--- src/rtl/tts_pkg.sv ---
package tts_pkg;

    localparam int unsigned MaxTimersDefault = 16;

    typedef enum logic [1:0] {
        CMD_ADD     = 2'd0,
        CMD_CANCEL  = 2'd1,
        CMD_CLEAR   = 2'd2,
        CMD_EXECUTE = 2'd3
    } t_cmd;

    typedef enum logic [2:0] {
        KIND_FIRED     = 3'd0,
        KIND_ADDED     = 3'd1,
        KIND_FULL      = 3'd2,
        KIND_CANCELLED = 3'd3,
        KIND_NOT_FOUND = 3'd4,
        KIND_CLEARED   = 3'd5,
        KIND_WAIT      = 3'd6
    } t_kind;

    typedef enum logic [2:0] {
        ST_IDLE,
        ST_SCAN,
        ST_LAST,
        ST_FIRE,
        ST_WAIT_OUT
    } t_state;

endpackage

--- src/rtl/timer_table_scheduler.sv ---
// Timer table scheduler. Add, cancel, cancel-all and execute commands are
// taken while busy is low; each yields results on the o_ ports, marked by
// o_valid, and the receiver cannot stall them. Add and cancel-all give
// their result in the cycle after acceptance with no scan. Cancel and
// execute scan the entry memory one entry per cycle through its single read
// port, and an execute scans it again after each timer that it fires and
// ends with a wait result.
module timer_table_scheduler
    import tts_pkg::*;
#(
    parameter int unsigned MAX_TIMERS = MaxTimersDefault
) (
    input  logic        i_clk,
    input  logic        i_rst_n,
    input  logic        start,
    output logic        busy,
    input  logic [1:0]  i_command,
    input  logic [31:0] i_now_ms,
    input  logic [31:0] i_timeout_ms,
    input  logic [15:0] i_owner,
    input  logic [15:0] i_timer_id,
    input  logic        i_periodic,
    output logic        o_valid,
    output logic [2:0]  o_kind,
    output logic [15:0] o_event_owner,
    output logic [15:0] o_event_id,
    output logic [31:0] o_wait_ms,
    output logic        o_last
);

    localparam int unsigned IW = (MAX_TIMERS > 1) ? $clog2(MAX_TIMERS) : 1;
    localparam int unsigned CW = $clog2(MAX_TIMERS + 1);

    typedef struct packed {
        logic [31:0] expiry;
        logic [31:0] period;
        logic [15:0] owner;
        logic [15:0] ident;
        logic        repeat_en;
        logic [31:0] order;
    } t_entry;

    // Entry memory, one read and one write port, registered read.
    t_entry mem [MAX_TIMERS];
    t_entry r_rd;
    logic [IW-1:0] rd_addr;
    logic          wr_en;
    logic [IW-1:0] wr_addr;
    t_entry        wr_data;

    always_ff @(posedge i_clk) begin
        if (wr_en) begin
            mem[wr_addr] <= wr_data;
        end
        r_rd <= mem[rd_addr];
    end

    t_state r_state, n_state;
    logic [MAX_TIMERS-1:0] r_valid, n_valid;
    logic [MAX_TIMERS-1:0] r_fired, n_fired;   // reloaded or fired during this execute
    logic [31:0] r_counter, n_counter;
    logic [1:0]  r_cmd;
    logic [31:0] r_now;
    logic [15:0] r_own, r_id;
    logic [CW-1:0] r_cnt, n_cnt;      // read address counter
    logic [IW-1:0] r_ridx, n_ridx;    // index of data in r_rd
    logic          r_rdv, n_rdv;
    logic          r_found, n_found;
    logic [IW-1:0] r_best, n_best;
    t_entry        r_bent, n_bent;
    logic          r_wfound, n_wfound; // earliest valid expiry for the wait
    logic [31:0]   r_wmin, n_wmin;

    logic        n_ov;
    logic [2:0]  n_kind;
    logic [15:0] n_eo, n_ei;
    logic [31:0] n_wt;
    logic        n_last;

    function automatic logic [31:0] sat_add(input logic [31:0] a, input logic [31:0] b);
        logic [32:0] s;
        s = {1'b0, a} + {1'b0, b};
        return s[32] ? 32'hFFFF_FFFF : s[31:0];
    endfunction

    logic [IW-1:0] free_idx;
    logic          free_ok;
    always_comb begin
        free_idx = '0;
        free_ok  = 1'b0;
        for (int i = MAX_TIMERS - 1; i >= 0; i--) begin
            if (!r_valid[i]) begin
                free_idx = IW'(i);
                free_ok  = 1'b1;
            end
        end
    end

    logic cand, better;
    always_comb begin
        cand = 1'b0;
        if (r_rdv && r_valid[r_ridx]) begin
            if (r_cmd == CMD_CANCEL) begin
                cand = (r_rd.owner == r_own) && (r_rd.ident == r_id);
            end else begin
                cand = !r_fired[r_ridx] && (r_rd.expiry <= r_now);
            end
        end
        if (r_rd.expiry != r_bent.expiry) begin
            better = r_rd.expiry < r_bent.expiry;
        end else begin
            better = r_rd.order < r_bent.order;
        end
        better = better || !r_found;
    end

    assign busy = (r_state != ST_IDLE);

    always_comb begin
        n_state   = r_state;
        n_valid   = r_valid;
        n_fired   = r_fired;
        n_counter = r_counter;
        n_cnt     = r_cnt;
        n_ridx    = r_cnt[IW-1:0];
        n_rdv     = 1'b0;
        n_found   = r_found;
        n_best    = r_best;
        n_bent    = r_bent;
        n_wfound  = r_wfound;
        n_wmin    = r_wmin;
        rd_addr   = r_cnt[IW-1:0];
        wr_en     = 1'b0;
        wr_addr   = r_best;
        wr_data   = r_bent;
        n_ov      = 1'b0;
        n_kind    = KIND_ADDED;
        n_eo      = '0;
        n_ei      = '0;
        n_wt      = '0;
        n_last    = 1'b1;
        unique case (r_state)
            ST_IDLE: begin
                if (start) begin
                    n_cnt    = '0;
                    n_found  = 1'b0;
                    n_wfound = 1'b0;
                    n_fired  = '0;
                    unique case (t_cmd'(i_command))
                        CMD_ADD: begin
                            n_ov = 1'b1;
                            if (free_ok) begin
                                wr_en   = 1'b1;
                                wr_addr = free_idx;
                                wr_data = '{expiry: sat_add(i_now_ms, i_timeout_ms),
                                            period: i_timeout_ms, owner: i_owner,
                                            ident: i_timer_id, repeat_en: i_periodic,
                                            order: r_counter};
                                n_valid[free_idx] = 1'b1;
                                n_counter = r_counter + 32'd1;
                                n_kind = KIND_ADDED;
                            end else begin
                                n_kind = KIND_FULL;
                            end
                        end
                        CMD_CLEAR: begin
                            n_ov    = 1'b1;
                            n_valid = '0;
                            n_kind  = KIND_CLEARED;
                        end
                        default: n_state = ST_SCAN;
                    endcase
                end
            end
            ST_SCAN: begin
                if (r_cnt < CW'(MAX_TIMERS)) begin
                    n_rdv = 1'b1;
                    n_cnt = r_cnt + CW'(1);
                end else begin
                    n_state = ST_LAST;
                end
                if (cand && better) begin
                    n_found = 1'b1;
                    n_best  = r_ridx;
                    n_bent  = r_rd;
                end
                // Earliest expiry among valid entries for the final wait.
                if (r_rdv && r_valid[r_ridx] && (!r_wfound || r_rd.expiry < r_wmin)) begin
                    n_wfound = 1'b1;
                    n_wmin   = r_rd.expiry;
                end
            end
            ST_LAST: begin
                if (r_cmd == CMD_CANCEL) begin
                    n_ov    = 1'b1;
                    n_state = ST_IDLE;
                    if (r_found) begin
                        n_valid[r_best] = 1'b0;
                        n_kind = KIND_CANCELLED;
                    end else begin
                        n_kind = KIND_NOT_FOUND;
                    end
                end else if (r_found) begin
                    n_state = ST_FIRE;
                end else begin
                    n_state = ST_WAIT_OUT;
                end
            end
            ST_FIRE: begin
                n_ov   = 1'b1;
                n_kind = KIND_FIRED;
                n_eo   = r_bent.owner;
                n_ei   = r_bent.ident;
                n_last = 1'b0;
                n_fired[r_best] = 1'b1;
                if (r_bent.repeat_en) begin
                    wr_en   = 1'b1;
                    wr_data = r_bent;
                    wr_data.expiry = sat_add(r_now, r_bent.period);
                    wr_data.order  = r_counter;
                    n_counter = r_counter + 32'd1;
                end else begin
                    n_valid[r_best] = 1'b0;
                end
                n_cnt    = '0;
                n_found  = 1'b0;
                n_wfound = 1'b0;
                n_state  = ST_SCAN;
            end
            ST_WAIT_OUT: begin
                n_ov    = 1'b1;
                n_kind  = KIND_WAIT;
                n_wt    = (r_wfound && r_wmin > r_now) ? (r_wmin - r_now) : 32'd0;
                n_state = ST_IDLE;
            end
            default: n_state = ST_IDLE;
        endcase
    end

    always_ff @(posedge i_clk) begin
        if (!i_rst_n) begin
            r_state   <= ST_IDLE;
            r_valid   <= '0;
            r_counter <= '0;
            r_rdv     <= 1'b0;
            o_valid   <= 1'b0;
        end else begin
            r_state   <= n_state;
            r_valid   <= n_valid;
            r_counter <= n_counter;
            r_rdv     <= n_rdv;
            o_valid   <= n_ov;
        end
    end

    always_ff @(posedge i_clk) begin
        if (r_state == ST_IDLE && start) begin
            r_cmd <= i_command;
            r_now <= i_now_ms;
            r_own <= i_owner;
            r_id  <= i_timer_id;
        end
        r_fired  <= n_fired;
        r_cnt    <= n_cnt;
        r_ridx   <= n_ridx;
        r_found  <= n_found;
        r_best   <= n_best;
        r_bent   <= n_bent;
        r_wfound <= n_wfound;
        r_wmin   <= n_wmin;
        o_kind        <= n_kind;
        o_event_owner <= n_eo;
        o_event_id    <= n_ei;
        o_wait_ms     <= n_wt;
        o_last        <= n_last;
    end

endmodule
--- config.mk ---
export PLATFORM = sky130hd
export DESIGN_NAME = timer_table_scheduler
export DESIGN_NICKNAME = d
export VERILOG_FILES = /design/src/rtl/tts_pkg.sv /design/src/rtl/timer_table_scheduler.sv
export SDC_FILE = /design/constraint.sdc
export NUM_CORES = 2
export LEC_CHECK = 0
export ABC_CLOCK_PERIOD_IN_PS = 17920
export BUFFER_PORTS_ARGS = -buffer_cell sky130_fd_sc_hd__buf_4
export CORE_ASPECT_RATIO = 1.25
export CORE_MARGIN = 1.5
export CORE_UTILIZATION = 50
export CTS_BUF_LIST = sky130_fd_sc_hd__clkbuf_16
export DETAILED_ROUTE_END_ITERATION = 7
export MAX_ROUTING_LAYER = met4
export PLACE_DENSITY = 0.66
export SYNTH_ARGS = -nofsm -noshare
export SYNTH_HDL_FRONTEND = slang
export SYNTH_SLANG_ARGS = --single-unit
--- constraint.sdc ---
create_clock -name i_clk -period 17.92 [get_ports i_clk]
set_input_delay 1.792 -clock i_clk [delete_from_list [all_inputs] [get_ports i_clk]]
set_output_delay 1.792 -clock i_clk [all_outputs]
set_load 0.1 [all_outputs]
# Yosys cells after proc, flatten, opt, wreduce, memory -nomap -nowiden
# Memories as Yosys holds them, arrays and structs flattened. A register that Yosys moved wholly into a read port is not among the register bits.
# Index checks and enable logic that the tools add are counted.
totals:
  regBits: 379
  latchBits: 0
  ramBits: 2064
  rom_bits: 0
  in_bits: 102
  out_inout_bits: 70
  elab_cells: 204
  mem_count: 1
op_classes:
  addsub: 5
  n_mul: 0
  n_div: 0
  magnitude_cmp: 11
  n_eq_ne: 23
  n_shift: 0
  mux: 100
  bitwise: 4
  reduce_logical: 33
memory_table:
  columns: ["memory", "depth", "word_bits", "rd", "rd_ports_with_merged_regs", "wr", "line_no", "rtl"]
  rows:
  - ["mem", 16, 129, 1, 1, 1, "timer_table_scheduler.sv:44", "t_entry mem [MAX_TIMERS];"]
op_table:
  columns: ["cell", "n"]
  rows:
  - ["2-to-1 mux 129 bit", 4]
  - ["case mux 129 bit (2 select lines)", 1]
  - ["2-to-1 mux 32 bit", 6]
  - ["< comparator 32 bit", 3]
  - ["2-to-1 mux 16 bit", 6]
  - ["2-to-1 mux 4 bit", 20]
  - ["adder 32 x 32 -> 33 bit", 2]
  - ["case mux 16 bit (2 select lines)", 2]
  - ["case mux 32 bit (2 select lines)", 1]
  - ["case mux 16 bit (3 select lines)", 1]
  - ["2-to-1 mux 1 bit", 37]
  - ["adder 32 x 1 -> 32 bit (second input constant)", 1]
  - ["equality test 16 bit", 2]
  - ["greater-than comparator 32 bit", 1]
  - ["less-or-equal comparator 32 bit", 1]
  - ["inequality test 32 bit", 1]
  - ["OR 16 bit", 2]
  - ["subtractor 32 bit", 1]
  - ["case mux 3 bit (4 select lines)", 2]
  - ["inequality test 2 bit (second input constant)", 11]
  - ["2-to-1 mux 3 bit", 7]
  - ["AND 16 bit", 1]
  - ["NOT 16 bit", 1]
  - ["< comparator 4 x 5 -> 1 bit (second input constant)", 3]
  - ["31 further kinds", 59]

# Longest topological paths before layout
depth:
  word_depth: 25
  depth_mapped: 13

# Least setup slack after synthesis
# Ideal clock, no wire load.
synth_timing:
  path_kind: "reg2reg"
  startpoint: "register r_ridx[0]"
  endpoint: "register r_bent[0] in the netlist's numbering (enable)"
  setup_time_ns: 0.815
  arrival_ns: 11.620
  required_ns: 17.105
  setup_slack_ns: 5.484
  stages_incl_launch_ff: 8
  path_cell_list: "dfxtp_1 buf_2 mux4_2 mux4_2 nor2_1 nand2_1 o31ai_1 nor3b_1"
synth_between:
  elab_chain_cells: 8
  word_cells_on_any_way: 11
  cone_classes: "6 x mux; 5 x reduce/logical"
synth_lines:
  columns: ["item", "line_no", "rtl"]
  rows:
  - ["from (decl)", "timer_table_scheduler.sv:66", "logic [IW-1:0] r_ridx, n_ridx;"]
  - ["from (signal assigned)", "timer_table_scheduler.sv:265", "r_ridx <= n_ridx;"]
  - ["binary-select mux 1 bit (select 4 bit)", "timer_table_scheduler.sv:106", "cand = !r_fired[r_ridx] && (r_rd.expiry <= r_now);"]
  - ["2-to-1 mux 1 bit (not written as such)", "timer_table_scheduler.sv:106", null]
  - ["logical NOT 1 bit", "timer_table_scheduler.sv:106", null]
  - ["logical AND 1 bit", "timer_table_scheduler.sv:106", null]
  - ["2-to-1 mux 1 bit", "timer_table_scheduler.sv:103", "if (r_cmd == CMD_CANCEL) begin"]
  - ["2-to-1 mux 1 bit *", "timer_table_scheduler.sv:102", "if (r_rdv && r_valid[r_ridx]) begin"]
  - ["logical AND 1 bit *", "timer_table_scheduler.sv:182", "if (cand && better) begin"]
  - ["AND reduction 2 bit (no source line) *", null, null]
  - ["to (signal assigned)", "timer_table_scheduler.sv:268", "r_bent <= n_bent;"]
  - ["to (decl)", "timer_table_scheduler.sv:70", "t_entry r_bent, n_bent;"]
# Mark *: on every way between the ends. The rest lies on a longest branch, timed or not. The select of a mux whose other input is x is not followed.
# A chain may end at the register's enable or synchronous reset.

# Worst setup path in the final report
layout_timing:
  startpoint: "input start"
  endpoint: "memory mem[4][117] in the netlist's numbering (enable)"
layout_between:
  elab_chain_cells: 4
  word_cells_on_any_way: 6
  cone_classes: "6 x mux"
layout_lines:
  columns: ["item", "line_no", "rtl"]
  rows:
  - ["from (decl)", "timer_table_scheduler.sv:15", "input logic start,"]
  - ["2-to-1 mux 1 bit", "timer_table_scheduler.sv:144", "if (start) begin"]
  - ["case mux 1 bit (2 select lines)", "timer_table_scheduler.sv:142", "unique case (r_state)"]
  - ["2-to-1 mux 1 bit", "timer_table_scheduler.sv:52", "if (wr_en) begin"]
  - ["2-to-1 mux 1 bit (not written as such)", "timer_table_scheduler.sv:53", "mem[wr_addr] <= wr_data;"]
  - ["to (decl)", "timer_table_scheduler.sv:44", null]
# Several ways; a longest one is shown, not always the timed one.

==> metrics.md <==
| Metric | Value |
|---|---|
| Leak pwr | 40.4 nW |
| Routed WL per cell | just under 30 um |
| Final Max Slew Viols | 0 |
| Pwr per Cell Area | 113 mW/mm^2 |
| EDFF count, synth | 2318 |
| Initial antenna violation count | 11 |
| CP Class | in -> reg |
| Busiest layer in global routing | met2 |
| Final hold slack | 0.402 ns |
| Initial core utilization | slightly above 50% |
| Final Hold Fails | 0 |
| Final min period | 6.25 ns |
| Top_reg_cell synth | edfxtp_1 |
| RD Place Congestion | 0.986 |
| Synth Instances | 6422 |
| Port Buf Inserts | 171 |
| Detailed-route wire length | 277 mm |
| Row count | 187 |
| Placed wire-length estimate | 164 mm |
| Kind of end point of the critical path | register |
| Area contributors post-synth | edfxtp_1, mux4_2, dfxtp_1 |
| Relative slew margins | 9.16% |
| Post_cts resized | 0 |
| H-tree levels | 4 |
| RSZ-0062 raised after global routing | false |
| F_max | 160 MHz |
| Die ar. | 0.212 sq mm |
| Max IR drop VDD | 124 uV |
| Clock Tree Buf Depth | 3 |
| Vias in the first global route | 58300 |
| Post-synth top area share | 66.7% |
| Share of layout cells above drive strength 1 | 15.8% |
| Core area | 0.208 sq mm |
| Final net count | 6980 |
| Clock Skews | 0.0595 ns |
| Sequential area share after synthesis | 71.5% |
| Multiplexer share of the synthesized area | 11.0% |
| Asr flop ratio synth | 0% |
| Global-route met2 utilization | a little over two fifths |
| GRT Total Usage | 26.9% |
| Mapped Nets | 6751 |
| Synth-to-Final Area Change | 12.1% |
| Post-synthesis adder-cell area fraction | 2.74% |
| First-pass GRT wire length | 401 mm |
| Avg Synthesized Cell Area | 16.3 sq um |
| #FFs+latches synth | roughly 2600 |
| Post-synth cell types | 87 |
| Fill cell count | 15900 |
| Final instance area | between 0.1 and 0.15 sq mm |
| Final Worst Setup Slack | 11.67 ns |
| Max-cap violation count | 0 |
| Worst hold-check path type | reg -> reg |
| Detailed Route Iter0 Violations | 6466 |
| Routed vias/inst | 6.11 |
| Post-CTS setup buffers | 0 |
| CP Launch Type | primary input |
| DRC violations left | 0 |
| R2R Setup Slk | 11.68 ns |
| Hold-fix buffers, CTS | 0 |
| CTS buffer count | 237 |
| Grt met1 use | approximately 35% |
| Crit path required time | between 15 and 20 ns |
| Largest family of logic cells by synthesized area | multiplexers |
| Root Buffer | clkbuf_16 |
| Number of I/O pins | approximately 170 |
| Largest net degree at the start of global routing | 155 |
| Synthesized cell area | between 0.1 and 0.15 sq mm |
| Post-placement cell area | 0.109 sq mm |
| Xor/xnor share of the synthesized area | between 1 and 1.5% |
| Vert. Die Dim | 514 um |
| Crit-path max FO | 52 |
| Compound-cell area share of the yosys netlist | 7.76% |
| Setup TNS | 0 ns |
| Vias | between 50000 and 60000 |
| Die Wd | 412 um |
| Setup violators final | 0 |
| Simple-gate portion of the synthesized area | 4.21% |
| TritonCTS Sinks | 2572 |
| Post-DRT Antenna Nets | 0 |
| CTS tree | built |
| Status | finished, final reports clean |
| Setup WS pre-CTS | 10.71 ns |
| Pre-antenna DRT Iters | 6 |
| Grt total ovfl | 0 |
| GR Layer Usage met3 | 3.61% |
| Clock transition at path regs | 0.06 ns |
| Fin crit share | 34.9% |
| Clock Latency Late Sink | 0.92 ns |
| Cell taking the most area after synthesis | edfxtp_1 |
| CP Data Arrival Time | 6.74 ns |
| Worst slew pin tran | 1.35 ns |
| Yosys warning total | 0 |
-- cell usage in the layout, fill, tap and decap left out, drive strengths merged, types with 36 or more instances in the layout --
cell | netlist | final
buf | 93 | 293
nand3 | 72 | 72
mux2 | 132 | 132
xnor2 | 89 | 89
a21o | 87 | 87
o211ai | 40 | 40
a221oi | 137 | 137
nor2 | 168 | 168
a22oi | 129 | 129
clkbuf | 210 | 240
clkinv | 0 | 108
o21ai | 435 | 435
nand2 | 444 | 444
edfxtp | 2318 | 2318
and3 | 46 | 46
nor3 | 36 | 36
ha | 224 | 224
dfxtp | 254 | 254
nand4 | 47 | 47
mux2i | 392 | 392
inv | 173 | 248
mux4 | 268 | 268
a21oi | 261 | 261
-- final cells by class --
type,instances,area [sq um],area share [%]
flip-flops and latches,2572,74700,63.8
multi-input cells,3374,28100,24.0
clock buffers,240,6010,5.13
well taps,2740,3430,2.93
repair buffers,293,2350,2.01
clock inverters,212,1800,1.54
inverters,173,649,0.555
diodes,7,17.5,0.0150
-- worst max-delay path, cell delays in order --
cell,delay (ns)
buf_4,0.14
nor3b_2,0.19
o41a_2,0.20
nand2_4,0.42
buf_4,0.78
a311o_1,0.33
nand3_1,0.34
nor2_4,1.02
buf_4,0.63
buf_4,0.78
-- cells in the mapped netlist (28+ instances only) --
library cell / instances
a21o_1: 87
a21oi_1: 261
a221oi_1: 137
a22oi_1: 129
a31oi_1: 35
and2_1: 32
and3_1: 46
buf_1: 71
clkbuf_1: 210
dfxtp_1: 254
edfxtp_1: 2318
ha_1: 224
inv_1: 172
mux2_2: 130
mux2i_1: 392
mux4_2: 268
nand2_1: 444
nand3_1: 71
nand4_1: 47
nor2_1: 168
nor2b_1: 28
nor3_1: 34
o211ai_1: 40
o21ai_0: 404
o21ai_1: 30
xnor2_1: 89
xor2_1: 35
-- registers in the layout, indices dropped and copies added, names as in the netlist, 2 cells and up --
signal / count
mem: 2064
r_bent: 129
r_rd: 129
o_wait_ms: 32
r_counter: 32
r_now: 32
r_wmin: 32
o_event_id: 16
o_event_owner: 16
r_fired: 16
r_id: 16
r_own: 16
r_valid: 16
r_cnt: 5
r_best: 4
r_ridx: 4
o_kind: 3
r_state: 3
r_cmd: 2
-- metrics by stage --
stage          utilization [%]  total power, mW  cells
6_report                  56.4             13.2   9611
5_1_grt                   56.4             13.6   9610
4_1_cts                   56.4             13.3   9603
3_5_place_dp              52.6             8.29   9151
3_3_place_gp              52.6             8.27   9150
2_1_floorplan                -             7.77   6422
-- path summary, 6_finish.rpt --
kind               from          end  cells past startpoint
max reg2reg  r_valid[3]  mem[4][117]                      9
min reg2reg    r_rd[80]   r_bent[80]                      0
min            r_rd[80]   r_bent[80]                      0
max               start  mem[4][117]                     10
-- cell families (layout without fill, tap and decap cells) --
logic type               count (synthesis)  count (layout)
other                                    0               7
AO/OA/AOI/OAI                         1275            1275
XOR/XNOR                               124             124
flip-flops                            2572            2572
buffers and inverters                  476             918
multiplexers                           792             792
adder cells (fa/ha/maj)                227             227
AND/OR/NAND/NOR                        956             956
-- power breakdown --
| group | total (mW) | internal, mW | leakage, nW | switching (mW) |
|---|---|---|---|---|
| Clock | 5.02 | 2.79 | 4.06 | 2.23 |
| Sequential | 6.83 | 6.71 | 23.1 | 0.128 |
| Combinational | 1.33 | 0.490 | 13.2 | 0.844 |
| Total | 13.2 | 9.98 | 40.4 | 3.21 |
-- routing by layer --
| metal | wire, um | part of all wire (%) |
|---|---|---|
| met1 | 113000 | 41 |
| met5 | 0 | 0 |
| met2 | 138000 | 50 |
| met4 | 7860 | 2.8 |
| met3 | 18400 | 6.6 |
(Power assumes the default switching activity.)
